===== src/sv/sbt_pkg.sv =====
// ----------------------------------------------------------------------------
// sbt_pkg: shared types and codes for the sorted booking table
// Field widths, opcodes, result kinds, list selectors and the sequencer state type.
// ----------------------------------------------------------------------------
`default_nettype none
package sbt_pkg;

    localparam int unsigned DAY_W   = 16;
    localparam int unsigned TAG_W   = 64;
    localparam int unsigned ENTRY_W = DAY_W + 2 * TAG_W;

    localparam logic [2:0] OP_INSERT   = 3'd0;
    localparam logic [2:0] OP_CANCEL   = 3'd1;
    localparam logic [2:0] OP_LIST_ALL = 3'd2;
    localparam logic [2:0] OP_LIST_TRP = 3'd3;
    localparam logic [2:0] OP_LIST_WTL = 3'd4;

    localparam logic [1:0] KIND_ENTRY = 2'd0;
    localparam logic [1:0] KIND_EMPTY = 2'd1;
    localparam logic [1:0] KIND_FULL  = 2'd2;
    localparam logic [1:0] KIND_BADOP = 2'd3;

    localparam logic [1:0] LIST_ALL  = 2'd0;
    localparam logic [1:0] LIST_TRIP = 2'd1;
    localparam logic [1:0] LIST_WAIT = 2'd2;

    typedef enum logic [2:0] {
        ST_IDLE,
        ST_INS_SCAN,
        ST_INS_SHIFT,
        ST_CAN_SCAN,
        ST_CAN_SHIFT,
        ST_LIST,
        ST_SINGLE
    } state_t;

endpackage
`default_nettype wire


===== src/sv/sorted_booking_table_unit.sv =====
// ----------------------------------------------------------------------------
// sorted_booking_table_unit: sorted booking table over one entry memory
// Requests arrive on the in channel (in_valid/in_stall). Insert and cancel
// change the table and give no result; list requests give one result per
// listed entry, the final one flagged by last_of_run; an empty list, a full
// table on insert and an invalid opcode each give one marker result.
// trip_size is written over the APB port at address 0.
// One request is worked at a time. Entries live in a single-port RAM with a
// registered read, so memory touches are made one at a time: an insert scans
// forward to its place and then shifts the tail up one entry at a time
// (read, write), a cancel scans for its match and shifts the tail down the
// same way; a list reads one entry per cycle and gives one result per cycle
// while the receiver takes them.
// Results sit in an output register; out_stall holds it and pauses the
// memory read sequence. Reset empties the table (fill count zero) and
// clears trip_size; no clearing pass is needed.
// ----------------------------------------------------------------------------
`default_nettype none
module sorted_booking_table_unit #(
    parameter int unsigned CAPACITY = 32
) (
    input  wire logic        clk,
    input  wire logic        rst_n,
    input  wire logic        psel,
    input  wire logic        penable,
    input  wire logic        pwrite,
    input  wire logic [1:0]  paddr,
    input  wire logic [31:0] pwdata,
    output logic      [31:0] prdata,
    output logic             pready,
    input  wire logic        in_valid,
    output logic             in_stall,
    input  wire logic [2:0]  opcode,
    input  wire logic [15:0] day,
    input  wire logic [63:0] first_tag,
    input  wire logic [63:0] last_tag,
    output logic             out_valid,
    input  wire logic        out_stall,
    output logic [1:0]       kind,
    output logic [1:0]       which_list,
    output logic [15:0]      entry_day,
    output logic [63:0]      entry_first,
    output logic [63:0]      entry_last,
    output logic             last_of_run
);

    localparam int unsigned AW = (CAPACITY > 1) ? $clog2(CAPACITY) : 1;
    localparam int unsigned CW = $clog2(CAPACITY + 1);
    localparam int unsigned EW = sbt_pkg::ENTRY_W;
    localparam logic [CW-1:0] CAP = CW'(CAPACITY);

    // config register
    logic [5:0] trip_reg;
    assign pready = 1'b1;
    assign prdata = (paddr == 2'd0) ? {26'd0, trip_reg} : 32'd0;
    always_ff @(posedge clk or negedge rst_n)
    begin
        if (!rst_n)
            trip_reg <= 6'd0;
        else if (psel && penable && pwrite && paddr == 2'd0)
            trip_reg <= pwdata[5:0];
    end

    sbt_pkg::state_t state_reg, state_next;
    logic [CW-1:0] fill_reg, fill_next;
    logic [CW-1:0] idx_reg, idx_next;      // current address
    logic [CW-1:0] end_reg, end_next;      // list end
    logic          rd_reg, rd_next;        // read in flight
    logic [15:0]   day_reg;
    logic [63:0]   ft_reg, lt_reg;
    logic [1:0]    lst_reg, lst_next;
    logic [1:0]    skind_reg, skind_next;

    logic          we;
    logic [AW-1:0] addr;
    logic [EW-1:0] wdata, rdata;
    logic [EW-1:0] hold_reg, hold_next;    // entry carried through a shift

    sbt_ram #(.WIDTH(EW), .DEPTH(CAPACITY)) u_ram (
        .clk(clk), .we(we), .addr(addr), .wdata(wdata), .rdata(rdata)
    );

    logic [15:0] rd_day;
    logic [63:0] rd_first, rd_last;
    assign rd_day   = rdata[EW-1 -: 16];
    assign rd_first = rdata[127:64];
    assign rd_last  = rdata[63:0];

    logic accept, out_free, split_lt, ins_hit, tag_hit;
    logic [CW-1:0] split, list_start, list_end;
    assign out_free = !out_valid || !out_stall;
    assign in_stall = (state_reg != sbt_pkg::ST_IDLE);
    assign accept   = in_valid && !in_stall;
    assign split_lt = ({1'b0, trip_reg} < 7'(fill_reg));
    assign split    = split_lt ? CW'(trip_reg) : fill_reg;
    assign ins_hit  = rd_reg && (rd_day >= day_reg);
    assign tag_hit  = rd_reg && (rd_first == ft_reg) && (rd_last == lt_reg);

    // list bounds for the incoming request
    assign list_start = (opcode == sbt_pkg::OP_LIST_WTL) ? split : '0;
    assign list_end   = (opcode == sbt_pkg::OP_LIST_TRP) ? split : fill_reg;

    logic          ov_next, ov_load;
    logic [1:0]    okind_next;
    logic [EW-1:0] oent_next;
    logic          olast_next;

    // next state
    always_comb
    begin
        state_next = state_reg;
        unique case (state_reg)
            sbt_pkg::ST_IDLE:
            begin
                if (accept)
                begin
                    unique case (opcode) inside
                        sbt_pkg::OP_INSERT:
                            state_next = (fill_reg >= CAP) ? sbt_pkg::ST_SINGLE :
                                                             sbt_pkg::ST_INS_SCAN;
                        sbt_pkg::OP_CANCEL: state_next = sbt_pkg::ST_CAN_SCAN;
                        sbt_pkg::OP_LIST_ALL, sbt_pkg::OP_LIST_TRP,
                        sbt_pkg::OP_LIST_WTL:
                            state_next = (list_start >= list_end) ? sbt_pkg::ST_SINGLE :
                                                                    sbt_pkg::ST_LIST;
                        default: state_next = sbt_pkg::ST_SINGLE;
                    endcase
                end
            end
            sbt_pkg::ST_SINGLE:
            begin
                if (out_free)
                    state_next = sbt_pkg::ST_IDLE;
            end
            sbt_pkg::ST_INS_SCAN:
            begin
                if (ins_hit)
                    state_next = sbt_pkg::ST_INS_SHIFT;
                else if (idx_reg >= fill_reg)
                    state_next = sbt_pkg::ST_IDLE;
            end
            sbt_pkg::ST_INS_SHIFT:
            begin
                if (!rd_reg && idx_reg >= fill_reg)
                    state_next = sbt_pkg::ST_IDLE;
            end
            sbt_pkg::ST_CAN_SCAN:
            begin
                if (tag_hit)
                    state_next = sbt_pkg::ST_CAN_SHIFT;
                else if (idx_reg >= fill_reg)
                    state_next = sbt_pkg::ST_IDLE;
            end
            sbt_pkg::ST_CAN_SHIFT:
            begin
                if (!rd_reg && idx_reg + 1'b1 >= fill_reg)
                    state_next = sbt_pkg::ST_IDLE;
            end
            sbt_pkg::ST_LIST:
            begin
                if (rd_reg && out_free && idx_reg >= end_reg)
                    state_next = sbt_pkg::ST_IDLE;
            end
            default: state_next = sbt_pkg::ST_IDLE;
        endcase
    end

    // datapath and memory control
    always_comb
    begin
        fill_next  = fill_reg;
        idx_next   = idx_reg;
        end_next   = end_reg;
        rd_next    = 1'b0;
        lst_next   = lst_reg;
        skind_next = skind_reg;
        hold_next  = hold_reg;
        we         = 1'b0;
        addr       = idx_reg[AW-1:0];
        wdata      = hold_reg;
        ov_load    = 1'b0;
        okind_next = sbt_pkg::KIND_ENTRY;
        oent_next  = '0;
        olast_next = 1'b1;
        unique case (state_reg)
            sbt_pkg::ST_IDLE:
            begin
                idx_next = '0;
                if (accept)
                begin
                    unique case (opcode) inside
                        sbt_pkg::OP_INSERT:
                        begin
                            if (fill_reg >= CAP)
                            begin
                                skind_next = sbt_pkg::KIND_FULL;
                                lst_next   = sbt_pkg::LIST_ALL;
                            end
                        end
                        sbt_pkg::OP_CANCEL: idx_next = '0;
                        sbt_pkg::OP_LIST_ALL, sbt_pkg::OP_LIST_TRP,
                        sbt_pkg::OP_LIST_WTL:
                        begin
                            lst_next = (opcode == sbt_pkg::OP_LIST_ALL) ?
                                sbt_pkg::LIST_ALL : (opcode == sbt_pkg::OP_LIST_TRP) ?
                                sbt_pkg::LIST_TRIP : sbt_pkg::LIST_WAIT;
                            idx_next = list_start;
                            end_next = list_end;
                            if (list_start >= list_end)
                                skind_next = sbt_pkg::KIND_EMPTY;
                        end
                        default:
                        begin
                            skind_next = sbt_pkg::KIND_BADOP;
                            lst_next   = sbt_pkg::LIST_ALL;
                        end
                    endcase
                end
            end
            sbt_pkg::ST_SINGLE:
            begin
                if (out_free)
                begin
                    ov_load    = 1'b1;
                    okind_next = skind_reg;
                end
            end
            sbt_pkg::ST_INS_SCAN:
            begin
                // read idx, test it next cycle
                if (ins_hit)
                begin
                    // place found at idx-1: write new entry, carry old
                    we        = 1'b1;
                    addr      = AW'(idx_reg - 1'b1);
                    wdata     = {day_reg, ft_reg, lt_reg};
                    hold_next = rdata;
                end
                else if (idx_reg >= fill_reg)
                begin
                    we        = 1'b1;
                    wdata     = {day_reg, ft_reg, lt_reg};
                    fill_next = fill_reg + 1'b1;
                end
                else
                begin
                    rd_next  = 1'b1;
                    idx_next = idx_reg + 1'b1;
                end
            end
            sbt_pkg::ST_INS_SHIFT:
            begin
                // idx holds next slot to receive the carried entry
                if (!rd_reg)
                begin
                    if (idx_reg >= fill_reg)
                    begin
                        we        = 1'b1;
                        fill_next = fill_reg + 1'b1;
                    end
                    else
                        rd_next = 1'b1;
                end
                else
                begin
                    we        = 1'b1;
                    hold_next = rdata;
                    idx_next  = idx_reg + 1'b1;
                end
            end
            sbt_pkg::ST_CAN_SCAN:
            begin
                if (tag_hit)
                    // match at idx-1: shift tail down from idx
                    idx_next = idx_reg - 1'b1;
                else if (idx_reg < fill_reg)
                begin
                    rd_next  = 1'b1;
                    idx_next = idx_reg + 1'b1;
                end
            end
            sbt_pkg::ST_CAN_SHIFT:
            begin
                // idx is the hole; read idx+1 then write it into idx
                if (!rd_reg)
                begin
                    if (idx_reg + 1'b1 >= fill_reg)
                        fill_next = fill_reg - 1'b1;
                    else
                    begin
                        addr    = AW'(idx_reg + 1'b1);
                        rd_next = 1'b1;
                    end
                end
                else
                begin
                    we       = 1'b1;
                    wdata    = rdata;
                    idx_next = idx_reg + 1'b1;
                end
            end
            sbt_pkg::ST_LIST:
            begin
                // rd_reg: data for idx-1 is on rdata
                if (rd_reg && !out_free)
                begin
                    addr    = AW'(idx_reg - 1'b1);
                    rd_next = 1'b1;
                end
                else
                begin
                    if (rd_reg)
                    begin
                        ov_load    = 1'b1;
                        oent_next  = rdata;
                        olast_next = (idx_reg == end_reg);
                    end
                    if (idx_reg < end_reg)
                    begin
                        rd_next  = 1'b1;
                        idx_next = idx_reg + 1'b1;
                    end
                end
            end
            default: idx_next = '0;
        endcase
        ov_next = ov_load ? 1'b1 : (out_stall ? out_valid : 1'b0);
    end

    // control registers
    always_ff @(posedge clk or negedge rst_n)
    begin
        if (!rst_n)
        begin
            state_reg <= sbt_pkg::ST_IDLE;
            fill_reg  <= '0;
            rd_reg    <= 1'b0;
            out_valid <= 1'b0;
        end
        else
        begin
            state_reg <= state_next;
            fill_reg  <= fill_next;
            rd_reg    <= rd_next;
            out_valid <= ov_next;
        end
    end

    // payload registers
    always_ff @(posedge clk)
    begin
        idx_reg   <= idx_next;
        end_reg   <= end_next;
        lst_reg   <= lst_next;
        skind_reg <= skind_next;
        hold_reg  <= hold_next;
        if (accept)
        begin
            day_reg <= day;
            ft_reg  <= first_tag;
            lt_reg  <= last_tag;
        end
        if (ov_load)
        begin
            kind        <= okind_next;
            which_list  <= lst_reg;
            entry_day   <= oent_next[EW-1 -: 16];
            entry_first <= oent_next[127:64];
            entry_last  <= oent_next[63:0];
            last_of_run <= olast_next;
        end
    end

endmodule
`default_nettype wire


===== src/sv/sbt_ram.sv =====
// ----------------------------------------------------------------------------
// sbt_ram: generic single-port RAM with registered read
// One address per cycle, read and write; the read is registered.
// ----------------------------------------------------------------------------
`default_nettype none
module sbt_ram #(
    parameter int unsigned WIDTH = 8,
    parameter int unsigned DEPTH = 32
) (
    input  wire logic                                     clk,
    input  wire logic                                     we,
    input  wire logic [((DEPTH > 1) ? $clog2(DEPTH) : 1)-1:0] addr,
    input  wire logic [WIDTH-1:0]                         wdata,
    output logic      [WIDTH-1:0]                         rdata
);

    logic [WIDTH-1:0] mem [DEPTH];

    // write one entry when we is set; always read the addressed entry
    always_ff @(posedge clk)
    begin
        if (we)
            mem[addr] <= wdata;
        rdata <= mem[addr];
    end

endmodule
`default_nettype wire


===== config.mk =====
export PLATFORM = sky130hd
export DESIGN_NAME = sorted_booking_table_unit
export DESIGN_NICKNAME = d
export VERILOG_FILES = /design/src/sv/sbt_pkg.sv /design/src/sv/sorted_booking_table_unit.sv /design/src/sv/sbt_ram.sv
export SDC_FILE = /design/constraint.sdc
export NUM_CORES = 2
export LEC_CHECK = 0
export BUFFER_PORTS_ARGS = -buffer_cell sky130_fd_sc_hd__buf_2
export CAP_MARGIN = 10
export CELL_PAD_IN_SITES_DETAIL_PLACEMENT = 1
export CELL_PAD_IN_SITES_GLOBAL_PLACEMENT = 2
export CORE_UTILIZATION = 41
export CTS_BUF_LIST = sky130_fd_sc_hd__clkbuf_8 sky130_fd_sc_hd__clkbuf_16
export DETAILED_ROUTE_END_ITERATION = 12
export PLACE_DENSITY_LB_ADDON = 0.1
export SLEW_MARGIN = 10
export SYNTH_ARGS = -nofsm -noshare
export SYNTH_HDL_FRONTEND = slang
export SYNTH_MEMORY_MAX_BITS = 65536
export SYNTH_SLANG_ARGS = --single-unit

===== constraint.sdc =====
create_clock -name clk -period 16.64 [get_ports clk]
set_clock_uncertainty 0.05 [all_clocks]
set_input_delay 3.328 -clock clk [delete_from_list [all_inputs] [get_ports clk]]
set_output_delay 3.328 -clock clk [all_outputs]
set_load 0.02 [all_outputs]

# [Word level (Yosys, flattened, before mapping)]
# Memory sizes are Yosys's and may differ from the RTL's. A register that Yosys moved wholly into a read port is not among the register bits.
# Cells that the tools add are included.
[op_classes] n_bitwise=4 shift=0 multipliers=0 mux=72 div_mod_pow=0 add_sub_neg=4 order_cmp=9 reduce_logical=35 eq_ne=31
[op_table] cell="two-way mux 144 bit" n=4
[op_table] cell="one-hot mux 144 bit (2 select lines)" n=2
[op_table] cell="== test 64 bit" n=2
[op_table] cell="two-way mux 6 bit" n=18
[op_table] cell="one-hot mux 6 bit (6 select lines)" n=1
[op_table] cell="!= test 2 bit, second input constant" n=14
[op_table] cell="two-way mux 3 bit" n=9
[op_table] cell="greater-or-equal comparator 6 bit" n=4
[op_table] cell="one-hot mux 3 bit (7 select lines)" n=1
[op_table] cell="two-way mux 5 bit" n=4
[op_table] cell="two-way mux 1 bit" n=19
[op_table] cell="less-than comparator 6 bit" n=3
[op_table] cell="one-hot mux 6 bit (3 select lines)" n=1
[op_table] cell="greater-or-equal comparator 16 bit" n=1
[op_table] cell="one-hot mux 5 bit (3 select lines)" n=1
[op_table] cell="AND reduction 5 bit" n=3
[op_table] cell="adder 6 x 1 -> 6 bit, second input constant" n=2
[op_table] cell="== test 3 x 2 -> 1 bit, second input constant" n=4
[op_table] cell="== test 3 bit, second input constant" n=4
[op_table] cell="logical AND 1 bit" n=12
[op_table] cell="two-way mux 2 bit" n=6
[op_table] cell="one-hot mux 2 bit (3 select lines)" n=2
[op_table] cell="subtractor 6 x 1 -> 6 bit, second input constant" n=2
[op_table] cell="one-hot mux 3 bit (3 select lines)" n=1
[op_table] cell="21 further kinds" n=35
[word_totals] latchBits=0 mem_bits_rw=4608 n_memories=1 register_bits=470 mem_bits_ro=0 word_cells=175
[mem_list] memory="u_ram.mem" words=32 width=144 read_ports=1 rd_ports_with_merged_regs=1 wr=1 line_no="sbt_ram.sv:17" source="logic [WIDTH-1:0] mem [DEPTH];"

# [Longest topological paths before layout]
[logic_depth] ltp_word=8 mapped_depth=23 mapped_depth_nobuf=21

# [By module]
# A second synthesis with hierarchy kept.
[hier_totals] cells_unflattened=11081 area_unflattened_um2=200533.6
[by_module_without_submodules] module="sbt_ram" instances=1 cells_each=9222 area_each_um2=176790.8 seq_area_each_um2=141255.5
[by_module_without_submodules] module="sorted_booking_table_unit" instances=1 cells_each=1859 area_each_um2=23742.8 seq_area_each_um2=14028.5

# [Worst setup path after synthesis]
# OpenSTA, ideal clock, no wires.
[synth_timing] path_kind="input to register" start="input out_stall" end="memory u_ram.mem[17][0] (netlist name) (enable)" slack_ps=-3317 path_stages=12 path_buffers=6 t_required_ps=15590 arrival_time_ps=18907 path_cell_list="and3_1 nand2_1 o32ai_1 a41oi_1 and4bb_1 buf_2 buf_2 buf_2 buf_2 buf_2 buf_1 nor4_1"
[synth_between] elab_chain_cells=6
[synth_rtl] element="start: declaration" line_no="sorted_booking_table_unit.sv:38" source="input wire logic out_stall,"
[synth_rtl] element="zero test 1 bit" line_no="sorted_booking_table_unit.sv:91" source="assign out_free = !out_valid || !out_stall;"
[synth_rtl] element="logical OR 1 bit" line_no="sorted_booking_table_unit.sv:91"
[synth_rtl] element="zero test 1 bit" line_no="sorted_booking_table_unit.sv:305" source="if (rd_reg && !out_free)"
[synth_rtl] element="logical AND 1 bit" line_no="sorted_booking_table_unit.sv:305"
[synth_rtl] element="two-way mux 5 bit" line_no="sorted_booking_table_unit.sv:305"
[synth_rtl] element="one-hot mux 5 bit (3 select lines)" line_no="sorted_booking_table_unit.sv:185" source="unique case (state_reg)"
[synth_rtl] element="end: declaration" line_no="sbt_ram.sv:17"
# Every way passes these cells.

# [Worst setup path in the final report]
[layout_timing] start="register idx_reg[0]" end="register u_ram.rdata[57], read port of u_ram.mem"
[layout_between] elab_chain_cells=5 elab_cells_between_ends=8 classes_between="add/sub (2); order compare (1); mux (5)"
[layout_rtl] element="start: declaration" line_no="sorted_booking_table_unit.sv:66" source="logic [CW-1:0] idx_reg, idx_next;"
[layout_rtl] element="start signal: assignment" line_no="sorted_booking_table_unit.sv:352" source="idx_reg <= idx_next;"
[layout_rtl] element="adder 6 x 1 -> 6 bit" line_no="sorted_booking_table_unit.sv:287" source="if (idx_reg + 1'b1 >= fill_reg)"
[layout_rtl] element="greater-or-equal comparator 6 bit" line_no="sorted_booking_table_unit.sv:287"
[layout_rtl] element="two-way mux 5 bit" line_no="sorted_booking_table_unit.sv:287"
[layout_rtl] element="two-way mux 5 bit" line_no="sorted_booking_table_unit.sv:285" source="if (!rd_reg)"
[layout_rtl] element="one-hot mux 5 bit (3 select lines) (*)" line_no="sorted_booking_table_unit.sv:185"
[layout_rtl] element="end: declaration" line_no="sbt_ram.sv:14" source="output logic [WIDTH-1:0] rdata"
# Mark *: on every way between the ends. The rest lies on a longest branch, timed or not.
# A chain may end at the register's enable or synchronous reset.

==> results.md <==
- Status: finished, final reports clean
- GRT Total Usage: 30.0%
- Final min period: 8.84 ns
- Largest net degree at the start of global routing: between 150 and 200
- Setup WS post-layout: slightly below 8 ns
- Worst EP required: 17.52 ns
- Max reg flops: between 4000 and 5000
- Via count: 131000
- Share of flip-flops with an asynchronous set or reset: 0.326%
- Drc violations: 0
- Worst path arrival time: 9.71 ns
- TritonRoute pass-1 iters: 7
- Commonest non-fill, non-tap cell in the layout: edfxtp_1
- Post-synthesis cell count: between 10000 and 15000
- MaxCap Viol Count: 0
- Die Span Y: just over 700 µm
- DPL Wire Length: 407000 µm
- Layout cells sized above 1: 10.4%
- First-pass GRT wire length: 1050000 µm
- Yosys reg bits: 5222
- Yosys warns: 0
- DP Worst Slack: 6.96 ns
- Clock buffer depth: 4
- VDD IR-drop max: 241 µV
- Skew-Pair Late Insertion Delay: 1.10 ns
- Final core utilization: between 40% and 50%
- Total Routed Length: 768000 µm
- Setup crit end kind: flop
- Number of distinct library cells after synthesis: 76
- 1st-iter DRT viols: 16300
- CTS resizes: 0
- Routed Antenna Nets: 0
- IO buf count: 318
- Sequential area share after synthesis: 76.6%
- Filler cells: 48200
- Nets: 15000
- CTS tree: done
- Worst Setup Start Kind: flop
- PwrDens: ~210 mW/mm²
- Core area: between 0.4 and 0.5 mm²
- Most frequent cells in the layout: 5061 x edfxtp_1, 3556 x nand2_1, 1604 x a21oi_1
- Initial antenna violation count: 44
- Clk sinks: roughly 5200
- Power, Total: 47.5 mW
- Max Slew Vio Count: 0
- Post-synth EDFFs: 5061
- Io pins: ~370
- Row Count: between 200 and 300
- Hold-fix buffers at CTS: 0
- Slew HR: under 10%
- Pleak: 80.2 nW
- Worst Tran Pin Value: 1.37 ns
- DR vias/cell: 6.02
- Maximum fanout along the worst path: 87
- Tightest Hold Check Type: reg2reg
- Die X: 705 µm
- Die footprint: 0.497 mm²
- Final setup violation count: 0
- Worst-path clk slew: 0.06 ns
- Synth-to-Final Area Change: 13.9%
- Mean Syn Cell Area: 14.1 µm²
- Clock buffer count from CTS: 576
- RSZ-0062 raised after global routing: false
- Reg area: about 0.16 mm²
- Vias in the first global route: 130000
- Starting density of the core: 41.3%
- Post-CTS setup buffers: 0
- F_max: 113 MHz
- Main synth FF type: edfxtp_1
- Cell Area, Synth: roughly 0.2 mm²
- RD Place Congestion: 0.818
- Final Hold Viols: 0
- Remaining Overflow, GRT: 0
- Setup CP Type: reg2reg
- CTS root buffer: clkbuf_16
- Final period util: 53.1%
- Wire per inst: 35.4 µm
- Multi-input gate area: ~0.044 mm²
- Htree depth: 6
- Setup TNS: 0 ns
[worst max-delay path, cell delays in order (launching register included)]
cell	delay, ns
edfxtp_1	0.68
inv_1	0.35
nor3_1	0.55
nand3_1	0.17
xnor2_1	0.19
ha_1	0.25
a2111oi_1	0.43
o211ai_2	0.28
a31oi_1	0.30
a21oi_1	0.12
and4bb_4	0.76
buf_4	0.71
buf_4	0.79
buf_4	0.92
buf_4	0.89
mux2i_1	0.32
o22ai_1	0.14
a32oi_1	0.31
nand4_1	0.13
[synthesized netlist by cell type, drive strengths merged (8+ instances only)]
master	count	share of area, %
a2111oi	8	0.035
nor2	256	0.47
xor2	23	0.099
dfrtp	17	0.21
o21ai	42	0.10
edfxtp	5061	75
a211oi	13	0.048
buf	222	0.55
o22ai	286	0.88
a222oi	51	0.25
nand3	272	0.67
a32oi	119	0.52
clkbuf	659	1.2
nand2b	17	0.052
a31oi	11	0.034
and3	21	0.065
mux2i	653	3.2
a21oi	1605	4.0
mux2	53	0.29
dfxtp	144	1.4
nand4	161	0.51
o21a	9	0.033
and2	125	0.39
nor3	18	0.044
o211ai	16	0.062
o221ai	8	0.035
a21o	14	0.052
nand2	3562	6.6
nor2b	18	0.056
nor4	442	1.4
ha	53	0.33
a311oi	12	0.052
xnor2	71	0.31
inv	144	0.27
a221o	95	0.47
[final timing paths]
| check | start | endpoint | slack (ns) | cells past startpoint |
|---|---|---|---|---|
| max | idx_reg[0]$_DFFE_PP_ | u_ram.rdata[57]$_DFF_P_ | 7.80 | 18 |
| max reg2reg | idx_reg[0]$_DFFE_PP_ | u_ram.rdata[57]$_DFF_P_ | 7.80 | 18 |
| min | lst_reg[0]$_SDFFCE_PP0P_ | which_list[0]$_DFFE_PP_ | 0.39 | 0 |
| min in group asynchronous | rst_n | out_valid$_DFFE_PN0P_ | 2.15 | 1 |
| min reg2reg | lst_reg[0]$_SDFFCE_PP0P_ | which_list[0]$_DFFE_PP_ | 0.39 | 0 |
| max in group asynchronous | rst_n | rd_reg$_DFF_PN0_ | 14.02 | 1 |
[final cells by class]
class | instances | area share, %
Antenna cell | 18 | 0.0195
Timing Repair Buffer | 648 | 2.03
Tap cell | 6475 | 3.51
Sequential cell | 5222 | 67.3
Clock buffer | 634 | 6.65
Multi-Input combinational cell | 8129 | 19.0
Inverter | 144 | 0.238
Clock inverter | 418 | 1.28
[per-layer routing]
metal | routed length [µm] | share of wire, % | track usage, % | vias to the layer above
li1 | - | - | - | 54300
met1 | 325000 | 42 | 42.1 | 69700
met2 | 357000 | 47 | 48.2 | 5521
met3 | 56800 | 7.4 | 4.33 | 1157
met4 | 28300 | 3.7 | 9.99 | 4
met5 | 34 | 0.0044 | 0 | -
[where the power goes]
group          leakage, nW  switching, mW  internal [mW]  total, mW
logic                 23.3           12.6           3.87       16.5
clock network         9.64           5.39           7.07       12.5
registers             47.3          0.768           17.7       18.5
[stage by stage]
stage	hold slack [ns]	area [µm²]	std cells
after floorplan	0.350	203000	14400
after global placement	0.373	212000	20600
after detailed placement	0.381	212000	20600
after CTS	0.391	231000	21700
after global routing	0.392	231000	21700
final	0.386	231000	21700
[logic make-up after synthesis]
group                    after synthesis  share of synthesized area [%]
adder cells (fa/ha/maj)               54                          0.337
flip-flops                          5222                           76.6
XOR/XNOR                              94                          0.406
buffers and inverters               1025                           2.04
AND/OR/NAND/NOR                     4908                           10.3
multiplexers                         706                           3.52
AO/OA/AOI/OAI                       2340                           6.77
other                                  2                        0.00371
Power figures use the tool's default switching activity.
